[src/hw/rtl/tcrd_pkg.sv]
// ----------------------------------------------------------------------------
// tcrd_pkg
// types and codes of the typed column record decoder
// ----------------------------------------------------------------------------
`timescale 1ns / 1ps

package tcrd_pkg;

  localparam int PAYLOAD_LENGTH_BITS_DEF = 31;
  localparam int QUEUE_DEPTH             = 4;
  localparam int QUEUE_PTR_BITS          = $clog2(QUEUE_DEPTH);

  // tag types
  localparam logic [2:0] TYPE_INTEGER = 3'd1;
  localparam logic [2:0] TYPE_FLOAT   = 3'd2;
  localparam logic [2:0] TYPE_TEXT    = 3'd3;
  localparam logic [2:0] TYPE_BLOB    = 3'd4;
  localparam logic [2:0] TYPE_NULL    = 3'd5;

  localparam logic [3:0] FLOAT_BYTES = 4'd8;

  // result kinds
  localparam logic [2:0] KIND_NULL     = 3'd0;
  localparam logic [2:0] KIND_INTEGER  = 3'd1;
  localparam logic [2:0] KIND_FLOAT    = 3'd2;
  localparam logic [2:0] KIND_BLOB_LEN = 3'd3;
  localparam logic [2:0] KIND_TEXT_LEN = 3'd4;
  localparam logic [2:0] KIND_PAYLOAD  = 3'd5;
  localparam logic [2:0] KIND_END      = 3'd6;
  localparam logic [2:0] KIND_ERROR    = 3'd7;

  // error codes
  localparam logic [1:0] ERR_NONE      = 2'd0;
  localparam logic [1:0] ERR_TRUNCATED = 2'd1;
  localparam logic [1:0] ERR_UNKNOWN   = 2'd2;
  localparam logic [1:0] ERR_OVERSIZE  = 2'd3;

  typedef enum logic [2:0] {
    PH_HEADER,
    PH_TAG,
    PH_FIELD,
    PH_PAYLOAD,
    PH_SKIP
  } phase_t;

  typedef enum logic [2:0] {
    ACT_NONE,
    ACT_FAIL,
    ACT_END_ONLY,
    ACT_COL_END,
    ACT_LENGTH,
    ACT_PAYLOAD
  } act_t;

  // one classified input byte
  typedef struct packed {
    logic [7:0] data;
    logic       last;
    logic [2:0] tag_type;
    logic [4:0] tag_count;
    logic       byte_zero;
    logic       count_zero;
    logic       count_gt4;
    logic       count_gt8;
  } entry_t;

endpackage

[src/hw/rtl/tcrd_front.sv]
// ----------------------------------------------------------------------------
// tcrd_front
// accepts record bytes and classifies them for the parser
// ----------------------------------------------------------------------------
`timescale 1ns / 1ps

module tcrd_front (
  input  logic              in_valid,
  output logic              in_ready,
  input  logic [7:0]        data_byte,
  input  logic              last_byte,
  input  logic              q_full,
  output logic              q_push,
  output tcrd_pkg::entry_t  q_entry
);

  assign in_ready = !q_full;
  assign q_push   = in_valid && !q_full;

  always_comb begin
    q_entry            = '0;
    q_entry.data       = data_byte;
    q_entry.last       = last_byte;
    q_entry.tag_type   = data_byte[2:0];
    q_entry.tag_count  = data_byte[7:3];
    q_entry.byte_zero  = (data_byte == 8'd0);
    q_entry.count_zero = (data_byte[7:3] == 5'd0);
    q_entry.count_gt4  = (data_byte[7:3] > 5'd4);
    q_entry.count_gt8  = (data_byte[7:3] > 5'd8);
  end

endmodule

[src/hw/rtl/tcrd_queue.sv]
// ----------------------------------------------------------------------------
// tcrd_queue
// short register queue between the classifier and the parser
// ----------------------------------------------------------------------------
`timescale 1ns / 1ps

module tcrd_queue (
  input  logic              clk,
  input  logic              rst,
  input  logic              push,
  input  tcrd_pkg::entry_t  push_entry,
  output logic              full,
  input  logic              pop,
  output logic              head_valid,
  output tcrd_pkg::entry_t  head_entry
);

  tcrd_pkg::entry_t                     slots [tcrd_pkg::QUEUE_DEPTH];
  logic [tcrd_pkg::QUEUE_PTR_BITS-1:0]  wr_ptr;
  logic [tcrd_pkg::QUEUE_PTR_BITS-1:0]  rd_ptr;
  logic [tcrd_pkg::QUEUE_PTR_BITS:0]    fill;

  assign full       = (fill == (tcrd_pkg::QUEUE_PTR_BITS+1)'(tcrd_pkg::QUEUE_DEPTH));
  assign head_valid = (fill != '0);
  assign head_entry = slots[rd_ptr];

  always_ff @(posedge clk) begin
    if (push) begin
      slots[wr_ptr] <= push_entry;
    end
  end

  always_ff @(posedge clk) begin
    if (rst) begin
      wr_ptr <= '0;
      rd_ptr <= '0;
      fill   <= '0;
    end else begin
      if (push) begin
        wr_ptr <= wr_ptr + 1'b1;
      end
      if (pop) begin
        rd_ptr <= rd_ptr + 1'b1;
      end
      if (push && !pop) begin
        fill <= fill + 1'b1;
      end else if (pop && !push) begin
        fill <= fill - 1'b1;
      end
    end
  end

endmodule

[src/hw/rtl/tcrd_back.sv]
// ----------------------------------------------------------------------------
// tcrd_back
// record parser: walks header, tags, fields and payload, registers results
// ----------------------------------------------------------------------------
`timescale 1ns / 1ps

module tcrd_back #(
  parameter int PAYLOAD_LENGTH_BITS = tcrd_pkg::PAYLOAD_LENGTH_BITS_DEF
) (
  input  logic              clk,
  input  logic              rst,
  input  logic              q_valid,
  input  tcrd_pkg::entry_t  q_entry,
  output logic              q_pop,
  output logic              out_valid,
  input  logic              out_ready,
  output logic [2:0]        kind,
  output logic [7:0]        column_index,
  output logic [63:0]       value_bits,
  output logic [7:0]        payload_value,
  output logic              record_done,
  output logic [1:0]        error_code,
  output logic [7:0]        column_count
);

  tcrd_pkg::phase_t                phase, phase_next;
  logic [7:0]                      columns_total, columns_total_next;
  logic [7:0]                      current_column, current_column_next;
  logic [2:0]                      current_type, current_type_next;
  logic [3:0]                      field_bytes_left, field_bytes_left_next;
  logic [2:0]                      byte_position, byte_position_next;
  logic [63:0]                     value_accumulator, value_accumulator_next;
  logic [PAYLOAD_LENGTH_BITS-1:0]  payload_bytes_left, payload_bytes_left_next;

  tcrd_pkg::act_t   act;
  logic [1:0]       act_err;
  logic [2:0]       col_kind;
  logic [63:0]      col_value;
  logic [63:0]      len_value;
  logic             col_end_req;
  logic             len_done_req;
  logic             final_col;
  logic [2:0]       type_eff;
  logic [2:0]       len_kind;
  logic [63:0]      acc_new;
  logic [3:0]       fbl_dec;
  logic [PAYLOAD_LENGTH_BITS-1:0] pbl_dec;
  logic [7:0]       b;
  logic             last;

  logic [2:0]       res_kind;
  logic [7:0]       res_column;
  logic [63:0]      res_value;
  logic [7:0]       res_payload;
  logic             res_done;
  logic [1:0]       res_err;
  logic [7:0]       res_count;

  assign q_pop = q_valid && (!out_valid || out_ready);
  assign b     = q_entry.data;
  assign last  = q_entry.last;

  assign final_col = ({1'b0, current_column} + 9'd1) >= {1'b0, columns_total};
  assign type_eff  = (phase == tcrd_pkg::PH_TAG) ? q_entry.tag_type : current_type;
  assign len_kind  = (type_eff == tcrd_pkg::TYPE_BLOB) ? tcrd_pkg::KIND_BLOB_LEN
                                                       : tcrd_pkg::KIND_TEXT_LEN;
  assign acc_new   = value_accumulator | ({56'd0, b} << {byte_position, 3'b000});
  assign fbl_dec   = field_bytes_left - 4'd1;
  assign pbl_dec   = payload_bytes_left - PAYLOAD_LENGTH_BITS'(1);

  // decide what this byte does
  always_comb begin
    act          = tcrd_pkg::ACT_NONE;
    act_err      = tcrd_pkg::ERR_NONE;
    col_kind     = tcrd_pkg::KIND_NULL;
    col_value    = '0;
    len_value    = '0;
    col_end_req  = 1'b0;
    len_done_req = 1'b0;
    unique case (phase)
      tcrd_pkg::PH_HEADER: begin
        if (q_entry.byte_zero) begin
          act = tcrd_pkg::ACT_END_ONLY;
        end else if (last) begin
          act     = tcrd_pkg::ACT_FAIL;
          act_err = tcrd_pkg::ERR_TRUNCATED;
        end
      end
      tcrd_pkg::PH_TAG: begin
        unique case (q_entry.tag_type) inside
          tcrd_pkg::TYPE_NULL: begin
            col_end_req = 1'b1;
            col_kind    = tcrd_pkg::KIND_NULL;
          end
          tcrd_pkg::TYPE_INTEGER: begin
            if (q_entry.count_gt8) begin
              act     = tcrd_pkg::ACT_FAIL;
              act_err = tcrd_pkg::ERR_OVERSIZE;
            end else if (q_entry.count_zero) begin
              col_end_req = 1'b1;
              col_kind    = tcrd_pkg::KIND_INTEGER;
            end else if (last) begin
              act     = tcrd_pkg::ACT_FAIL;
              act_err = tcrd_pkg::ERR_TRUNCATED;
            end
          end
          tcrd_pkg::TYPE_FLOAT: begin
            if (last) begin
              act     = tcrd_pkg::ACT_FAIL;
              act_err = tcrd_pkg::ERR_TRUNCATED;
            end
          end
          tcrd_pkg::TYPE_BLOB, tcrd_pkg::TYPE_TEXT: begin
            if (q_entry.count_gt4) begin
              act     = tcrd_pkg::ACT_FAIL;
              act_err = tcrd_pkg::ERR_OVERSIZE;
            end else if (q_entry.count_zero) begin
              len_done_req = 1'b1;
            end else if (last) begin
              act     = tcrd_pkg::ACT_FAIL;
              act_err = tcrd_pkg::ERR_TRUNCATED;
            end
          end
          default: begin
            act     = tcrd_pkg::ACT_FAIL;
            act_err = tcrd_pkg::ERR_UNKNOWN;
          end
        endcase
      end
      tcrd_pkg::PH_FIELD: begin
        if (fbl_dec != 4'd0) begin
          if (last) begin
            act     = tcrd_pkg::ACT_FAIL;
            act_err = tcrd_pkg::ERR_TRUNCATED;
          end
        end else if (current_type == tcrd_pkg::TYPE_BLOB ||
                     current_type == tcrd_pkg::TYPE_TEXT) begin
          len_done_req = 1'b1;
          len_value    = acc_new;
        end else begin
          col_end_req = 1'b1;
          col_value   = acc_new;
          col_kind    = (current_type == tcrd_pkg::TYPE_FLOAT) ? tcrd_pkg::KIND_FLOAT
                                                               : tcrd_pkg::KIND_INTEGER;
        end
      end
      tcrd_pkg::PH_PAYLOAD: begin
        if (pbl_dec != '0) begin
          if (last) begin
            act     = tcrd_pkg::ACT_FAIL;
            act_err = tcrd_pkg::ERR_TRUNCATED;
          end else begin
            act = tcrd_pkg::ACT_PAYLOAD;
          end
        end else begin
          col_end_req = 1'b1;
          col_kind    = tcrd_pkg::KIND_PAYLOAD;
        end
      end
      default: begin
        act = tcrd_pkg::ACT_NONE;
      end
    endcase

    // length field complete
    if (len_done_req) begin
      if ((len_value >> PAYLOAD_LENGTH_BITS) != 64'd0) begin
        act     = tcrd_pkg::ACT_FAIL;
        act_err = tcrd_pkg::ERR_OVERSIZE;
      end else if (len_value == 64'd0) begin
        col_end_req = 1'b1;
        col_kind    = len_kind;
        col_value   = '0;
      end else if (last) begin
        act     = tcrd_pkg::ACT_FAIL;
        act_err = tcrd_pkg::ERR_TRUNCATED;
      end else begin
        act = tcrd_pkg::ACT_LENGTH;
      end
    end

    // column complete; ending early on a non-final column is truncation
    if (col_end_req) begin
      if (!final_col && last) begin
        act     = tcrd_pkg::ACT_FAIL;
        act_err = tcrd_pkg::ERR_TRUNCATED;
      end else begin
        act = tcrd_pkg::ACT_COL_END;
      end
    end
  end

  // next state
  always_comb begin
    phase_next              = phase;
    columns_total_next      = columns_total;
    current_column_next     = current_column;
    current_type_next       = current_type;
    field_bytes_left_next   = field_bytes_left;
    byte_position_next      = byte_position;
    value_accumulator_next  = value_accumulator;
    payload_bytes_left_next = payload_bytes_left;
    unique case (phase)
      tcrd_pkg::PH_HEADER: begin
        columns_total_next  = b;
        current_column_next = '0;
        if (act == tcrd_pkg::ACT_NONE) begin
          phase_next = tcrd_pkg::PH_TAG;
        end
      end
      tcrd_pkg::PH_TAG: begin
        current_type_next      = q_entry.tag_type;
        field_bytes_left_next  = (q_entry.tag_type == tcrd_pkg::TYPE_FLOAT)
                                 ? tcrd_pkg::FLOAT_BYTES : q_entry.tag_count[3:0];
        byte_position_next     = '0;
        value_accumulator_next = '0;
        if (act == tcrd_pkg::ACT_NONE) begin
          phase_next = tcrd_pkg::PH_FIELD;
        end
      end
      tcrd_pkg::PH_FIELD: begin
        value_accumulator_next = acc_new;
        byte_position_next     = byte_position + 3'd1;
        field_bytes_left_next  = fbl_dec;
      end
      tcrd_pkg::PH_PAYLOAD: begin
        payload_bytes_left_next = pbl_dec;
      end
      default: begin
        if (last) begin
          phase_next = tcrd_pkg::PH_HEADER;
        end
      end
    endcase

    unique case (act)
      tcrd_pkg::ACT_FAIL, tcrd_pkg::ACT_END_ONLY: begin
        phase_next = last ? tcrd_pkg::PH_HEADER : tcrd_pkg::PH_SKIP;
      end
      tcrd_pkg::ACT_COL_END: begin
        if (final_col) begin
          phase_next = last ? tcrd_pkg::PH_HEADER : tcrd_pkg::PH_SKIP;
        end else begin
          current_column_next = current_column + 8'd1;
          phase_next          = tcrd_pkg::PH_TAG;
        end
      end
      tcrd_pkg::ACT_LENGTH: begin
        payload_bytes_left_next = len_value[PAYLOAD_LENGTH_BITS-1:0];
        phase_next              = tcrd_pkg::PH_PAYLOAD;
      end
      default: begin
        phase_next = phase_next;
      end
    endcase
  end

  // result fields
  always_comb begin
    res_kind    = tcrd_pkg::KIND_ERROR;
    res_column  = (phase == tcrd_pkg::PH_HEADER) ? 8'd0 : current_column;
    res_value   = '0;
    res_payload = '0;
    res_done    = 1'b0;
    res_err     = tcrd_pkg::ERR_NONE;
    res_count   = columns_total;
    unique case (act)
      tcrd_pkg::ACT_FAIL: begin
        res_kind  = tcrd_pkg::KIND_ERROR;
        res_done  = 1'b1;
        res_err   = act_err;
        res_count = '0;
      end
      tcrd_pkg::ACT_END_ONLY: begin
        res_kind   = tcrd_pkg::KIND_END;
        res_column = '0;
        res_done   = 1'b1;
        res_count  = '0;
      end
      tcrd_pkg::ACT_COL_END: begin
        res_kind    = col_kind;
        res_value   = col_value;
        res_payload = (col_kind == tcrd_pkg::KIND_PAYLOAD) ? b : 8'd0;
        res_done    = final_col;
      end
      tcrd_pkg::ACT_LENGTH: begin
        res_kind  = len_kind;
        res_value = len_value;
      end
      tcrd_pkg::ACT_PAYLOAD: begin
        res_kind    = tcrd_pkg::KIND_PAYLOAD;
        res_payload = b;
      end
      default: begin
        res_kind = tcrd_pkg::KIND_ERROR;
      end
    endcase
  end

  always_ff @(posedge clk) begin
    if (rst) begin
      phase              <= tcrd_pkg::PH_HEADER;
      columns_total      <= '0;
      current_column     <= '0;
      current_type       <= '0;
      field_bytes_left   <= '0;
      byte_position      <= '0;
      value_accumulator  <= '0;
      payload_bytes_left <= '0;
    end else if (q_pop) begin
      phase              <= phase_next;
      columns_total      <= columns_total_next;
      current_column     <= current_column_next;
      current_type       <= current_type_next;
      field_bytes_left   <= field_bytes_left_next;
      byte_position      <= byte_position_next;
      value_accumulator  <= value_accumulator_next;
      payload_bytes_left <= payload_bytes_left_next;
    end
  end

  // output register
  always_ff @(posedge clk) begin
    if (rst) begin
      out_valid <= 1'b0;
    end else if (q_pop) begin
      out_valid <= (act != tcrd_pkg::ACT_NONE);
    end else if (out_ready) begin
      out_valid <= 1'b0;
    end
  end

  always_ff @(posedge clk) begin
    if (rst) begin
      kind          <= '0;
      column_index  <= '0;
      value_bits    <= '0;
      payload_value <= '0;
      record_done   <= 1'b0;
      error_code    <= '0;
      column_count  <= '0;
    end else if (q_pop) begin
      kind          <= res_kind;
      column_index  <= res_column;
      value_bits    <= res_value;
      payload_value <= res_payload;
      record_done   <= res_done;
      error_code    <= res_err;
      column_count  <= res_count;
    end
  end

endmodule

[src/hw/rtl/typed_column_record_decoder.sv]
// ----------------------------------------------------------------------------
// typed_column_record_decoder
// decodes packed typed column records, one byte per transfer
// ----------------------------------------------------------------------------
// Input channel: in_valid/in_ready carry data_byte and last_byte; last_byte
// marks the final byte of a record. The first byte is the column count, then
// each column is a tag byte followed by its field and payload bytes.
// Output channel: out_valid/out_ready carry one result per column, per
// length field and per payload byte, plus end-only and error results.
// A byte accepted on the input is written into the queue, then taken by the
// parser, whose output register raises out_valid with its result (if any);
// bytes that only fill a field give no result.
// Throughput is one byte per cycle while the output is not stalled. A
// four-entry queue sits between the byte classifier and the parser, so
// input keeps flowing while out_ready is low until the queue is full;
// after that in_ready drops until the parser moves again.
// Reset (rst, synchronous) empties the queue, drops out_valid and puts the
// parser back to waiting for a header byte.
// ----------------------------------------------------------------------------
`timescale 1ns / 1ps

module typed_column_record_decoder #(
  parameter int PAYLOAD_LENGTH_BITS = tcrd_pkg::PAYLOAD_LENGTH_BITS_DEF
) (
  input  logic        clk,
  input  logic        rst,
  input  logic        in_valid,
  output logic        in_ready,
  input  logic [7:0]  data_byte,
  input  logic        last_byte,
  output logic        out_valid,
  input  logic        out_ready,
  output logic [2:0]  kind,
  output logic [7:0]  column_index,
  output logic [63:0] value_bits,
  output logic [7:0]  payload_value,
  output logic        record_done,
  output logic [1:0]  error_code,
  output logic [7:0]  column_count
);

  logic              q_full;
  logic              q_push;
  logic              q_pop;
  logic              q_valid;
  tcrd_pkg::entry_t  push_entry;
  tcrd_pkg::entry_t  head_entry;

  tcrd_front u_front (
    .in_valid  (in_valid),
    .in_ready  (in_ready),
    .data_byte (data_byte),
    .last_byte (last_byte),
    .q_full    (q_full),
    .q_push    (q_push),
    .q_entry   (push_entry)
  );

  tcrd_queue u_queue (
    .clk        (clk),
    .rst        (rst),
    .push       (q_push),
    .push_entry (push_entry),
    .full       (q_full),
    .pop        (q_pop),
    .head_valid (q_valid),
    .head_entry (head_entry)
  );

  tcrd_back #(
    .PAYLOAD_LENGTH_BITS (PAYLOAD_LENGTH_BITS)
  ) u_back (
    .clk           (clk),
    .rst           (rst),
    .q_valid       (q_valid),
    .q_entry       (head_entry),
    .q_pop         (q_pop),
    .out_valid     (out_valid),
    .out_ready     (out_ready),
    .kind          (kind),
    .column_index  (column_index),
    .value_bits    (value_bits),
    .payload_value (payload_value),
    .record_done   (record_done),
    .error_code    (error_code),
    .column_count  (column_count)
  );

endmodule

[config.mk]
export PLATFORM = sky130hd
export DESIGN_NAME = typed_column_record_decoder
export DESIGN_NICKNAME = d
export VERILOG_FILES = /design/src/hw/rtl/tcrd_pkg.sv /design/src/hw/rtl/tcrd_front.sv /design/src/hw/rtl/tcrd_queue.sv /design/src/hw/rtl/tcrd_back.sv /design/src/hw/rtl/typed_column_record_decoder.sv
export SDC_FILE = /design/constraint.sdc
export NUM_CORES = 1
export LEC_CHECK = 0
export BUFFER_PORTS_ARGS = -buffer_cell sky130_fd_sc_hd__clkbuf_2
export CORE_ASPECT_RATIO = 0.6
export CORE_MARGIN = 2
export CORE_UTILIZATION = 55
export CTS_BUF_LIST = sky130_fd_sc_hd__clkbuf_16
export DETAILED_ROUTE_END_ITERATION = 10
export PLACE_DENSITY = 0.77
export REMOVE_ABC_BUFFERS = 1
export SYNTH_ARGS = -nofsm -noshare
export SYNTH_HDL_FRONTEND = slang
export SYNTH_HIERARCHICAL = 1
export SYNTH_SLANG_ARGS = --single-unit
[constraint.sdc]
create_clock -name clk -period 3.7 [get_ports clk]
set_input_delay 0.555 -clock clk [delete_from_list [all_inputs] [get_ports clk]]
set_output_delay 0.555 -clock clk [all_outputs]
set_load 0.02 [all_outputs]
==> run_results.csv <==
group,metric,value,unit
layout,stdcell_count,2120,
clock_tree,cts_max_level,1,
worst_setup_path,worstSetupStartpointType,"register",
clock_tree,clkSinkCount,308,
sta,worst_pin_slew,1120,ps
die,io_pins,109,
sta,grt_setup_unrepaired,"true",
route,wl,46200,µm
synthesis,synthCells,1557,
route,drt-initial-drc-count,1977,
worst_setup_path,arrival,4270,ps
placed_design,place_inst,2054,
global_routing,grt_usage,32.4,%
layout,layout-drive-gt1-share,27.5,%
worst_setup_path,crit_path_frequent_cell,"buf_4",
sta,fmax,0.264,GHz
sta,setup_violations,50,
global_routing,grt_pass1_wl,68800,µm
worst_setup_path,crit_path_cell_trace,"buf_4 -> buf_4 -> mux4_2 -> and2_4 -> buf_4 -> o22ai_1 -> nand4_1 -> o211ai_1 -> o211ai_1 -> o211ai_1 -> buf_4 -> nor2_4 -> buf_6 -> nor4_4 -> buf_4 -> o21ai_4 -> clkbuf_16 -> o21ai_2",
sta,skew,18.3,ps
route,route.detailed.drc,0,
placed_design,place.gp.congestion,1.02,
worst_setup_path,endpoint_kind,"register",
layout,area_growth,25.2,%
pwr,p_int,7.36,mW
sta,hold_ws,218,ps
global_routing,grt_pass1_vias,12200,
worst_setup_path,max_stage_delay,540,ps
clock_tree,clk_latency,570,ps
clock_tree,clockRootBuffer,"clkbuf_16",
global_routing,antenna_found_initial,0,
worst_setup_path,path_buf_inv,7,
die,dieWidth,211,µm
sta,final_max_slew_viol_count,0,
global_routing,grt_max_degree,73,
worst_setup_path,critPathTopFamily,"buffers and inverters",
pwr,power_frac_clock,23.7,%
worst_hold_path,holdCritPathClass,"primary input to register",
route,final_antenna_net_count,0,
placed_design,dp_hpwl,31100,µm
route,wl_per_cell,21.8,µm
layout,fin_area,17800,µm²
worst_setup_path,cp_max_fo,7,
pwr,power_frac_seq,32.5,%
placed_design,io_buffers,108,
synthesis,yosys_warnings,6,
pwr,ir_drop,0.866,mV
global_routing,grt_overflow,0,
layout,final_nets,1802,
sta,fin_crit,3790,ps
run,maxCapViolCount,0,
clock_tree,clkTransAtPathRegs,70,ps
run_status,violations,"negative setup slack",
synthesis,mappedNetlistArea,14200,µm²
worst_setup_path,critPathKind,"register to register",
clock_tree,cts_hold_buffers,0,
route,vias,13600,
route,viasPerCell,6.40,
sta,hold_viol_final,0,
worst_setup_path,crit_path_top_delay_cell,"mux4_2",
placed_design,dpl_cell_area,16200,µm²
sta,worst_slew_margin_rel,25.3,%
die,die-height,128,µm
clock_tree,cts_tree,"done",
synthesis,syn_avg_cell_area,9.12,µm²
sta,finalCritPeriodShare,102,%
die,fp-row-count,45,
pwr,sw_frac_of_total,39.2,%
die,core_region_area,25300,µm²
worst_setup_path,cp.required,4190,ps
route,dr.pass1.iters,6,
die,dieArea,27200,µm²
pwr,power_density,681,nW/µm²
clock_tree,numCtsBuffers,28,
layout,num_antenna_cells,0,
pwr,finalPower,12.1,mW
clock_tree,clockBufferDepth,3,
pwr,p_switching,4.75,mW
pwr,p_comb_share,43.8,%
run_status,status,"finished with violations",
sta,setup_slack,-88.4,ps
pwr,power.leakage,6.77,nW
die,initial_core_util,56.1,%
layout,final_util,70.2,%
-- cell usage in the layout, fill, tap and decap left out, types with 10 or more instances in the layout --
cell type,n
dfxtp_1,225
buf_4,189
a21oi_1,153
nor2_1,150
nand2_1,132
clkbuf_2,107
nor3_1,93
edfxtp_1,80
o21ai_0,52
inv_1,34
clkbuf_16,32
o21ai_2,25
o21ai_1,25
a22o_1,25
nand3_1,20
xnor2_1,20
a22oi_1,20
mux4_2,20
nor4_1,19
ha_1,19
or3_1,17
a31oi_1,16
o211ai_1,16
xor2_1,15
buf_6,14
nor2b_1,12
nand4_1,12
a32oi_1,11
and2_1,10
-- final timing paths --
check / from / to / slack [ps] / cells after the start
max: register / u_back/value_bits[12] / -90 / 18
min: last_byte / u_queue/slots[3][12] / 220 / 1
min reg2reg: u_back/value_bits[0] / u_back/value_bits[0] / 450 / 2
max reg2reg: register / u_back/value_bits[12] / -90 / 18
-- worst reg2reg max path, cell delays in order (launching register included) --
cell and delay, ps:
dfxtp_4 370, buf_4 130, buf_4 110, mux4_2 540
and2_4 200, buf_4 170, o22ai_1 150, nand4_1 240
o211ai_1 240, o211ai_1 160, o211ai_1 200, buf_4 150
nor2_4 60, buf_6 130, nor4_4 200, buf_4 190
o21ai_4 120, clkbuf_16 240, o21ai_2 140
-- what timing repair did --
action                                 4_1_cts  5_1_grt
buffers inserted                             5        5
resized for setup                           49      124
gates cloned                                 0        6
endpoints found under the hold margin        0        0
setup endpoints to repair                   91      127
pin swaps                                   18       38
-- per-stage QoR --
step	setup slack (ps)	setup TNS, ps
2_1_floorplan	-1420	-171400
3_3_place_gp	-382	-22170
3_5_place_dp	-403	-25090
4_1_cts	-26.9	-43.4
5_1_grt	-237	-12860
6_report	-88.4	-1740
-- power groups by stage --
stage                     logic, mW  clock network (mW)  registers (mW)
after detailed placement       4.74                   0            4.00
after global routing           5.61                3.06            3.96
final                          5.30                2.87            3.94
after floorplan                2.52                   0            4.07
after CTS                      4.93                2.90            3.93
after global placement         4.70                   0            3.98
-- registers in the layout, indices dropped and copies added (netlist names), 4 cells and up, named ones only --
register	flops
u_back/value_accumulator	64
u_back/payload_bytes_left	31
u_back/value_bits	64
u_queue/slots	80
u_back/field_bytes_left	4
u_back/columns_total	8
u_back/payload_value	8
u_back/current_column	8
u_back/column_count	8
u_back/column_index	8
-- layout make-up --
class | count | area, µm²
inverter | 29 | 109
multi-input combinational | 1082 | 7070
clock inverter | 24 | 190
timing repair buffer | 320 | 2330
clock buffer | 28 | 701
sequential | 308 | 6970
fill | 1930 | 7550
tap | 329 | 412
-- metal layers --
metal | vias up | GRT usage (%) | part of all wire [%]
met5 | - | 0 | 0
met4 | 0 | 7.37 | 2.1
met3 | 103 | 11.0 | 14
met2 | 885 | 45.1 | 41
met1 | 6471 | 48.4 | 43
li1 | 6104 | - | -
Note: power is estimated with default switching activity, not from simulation.
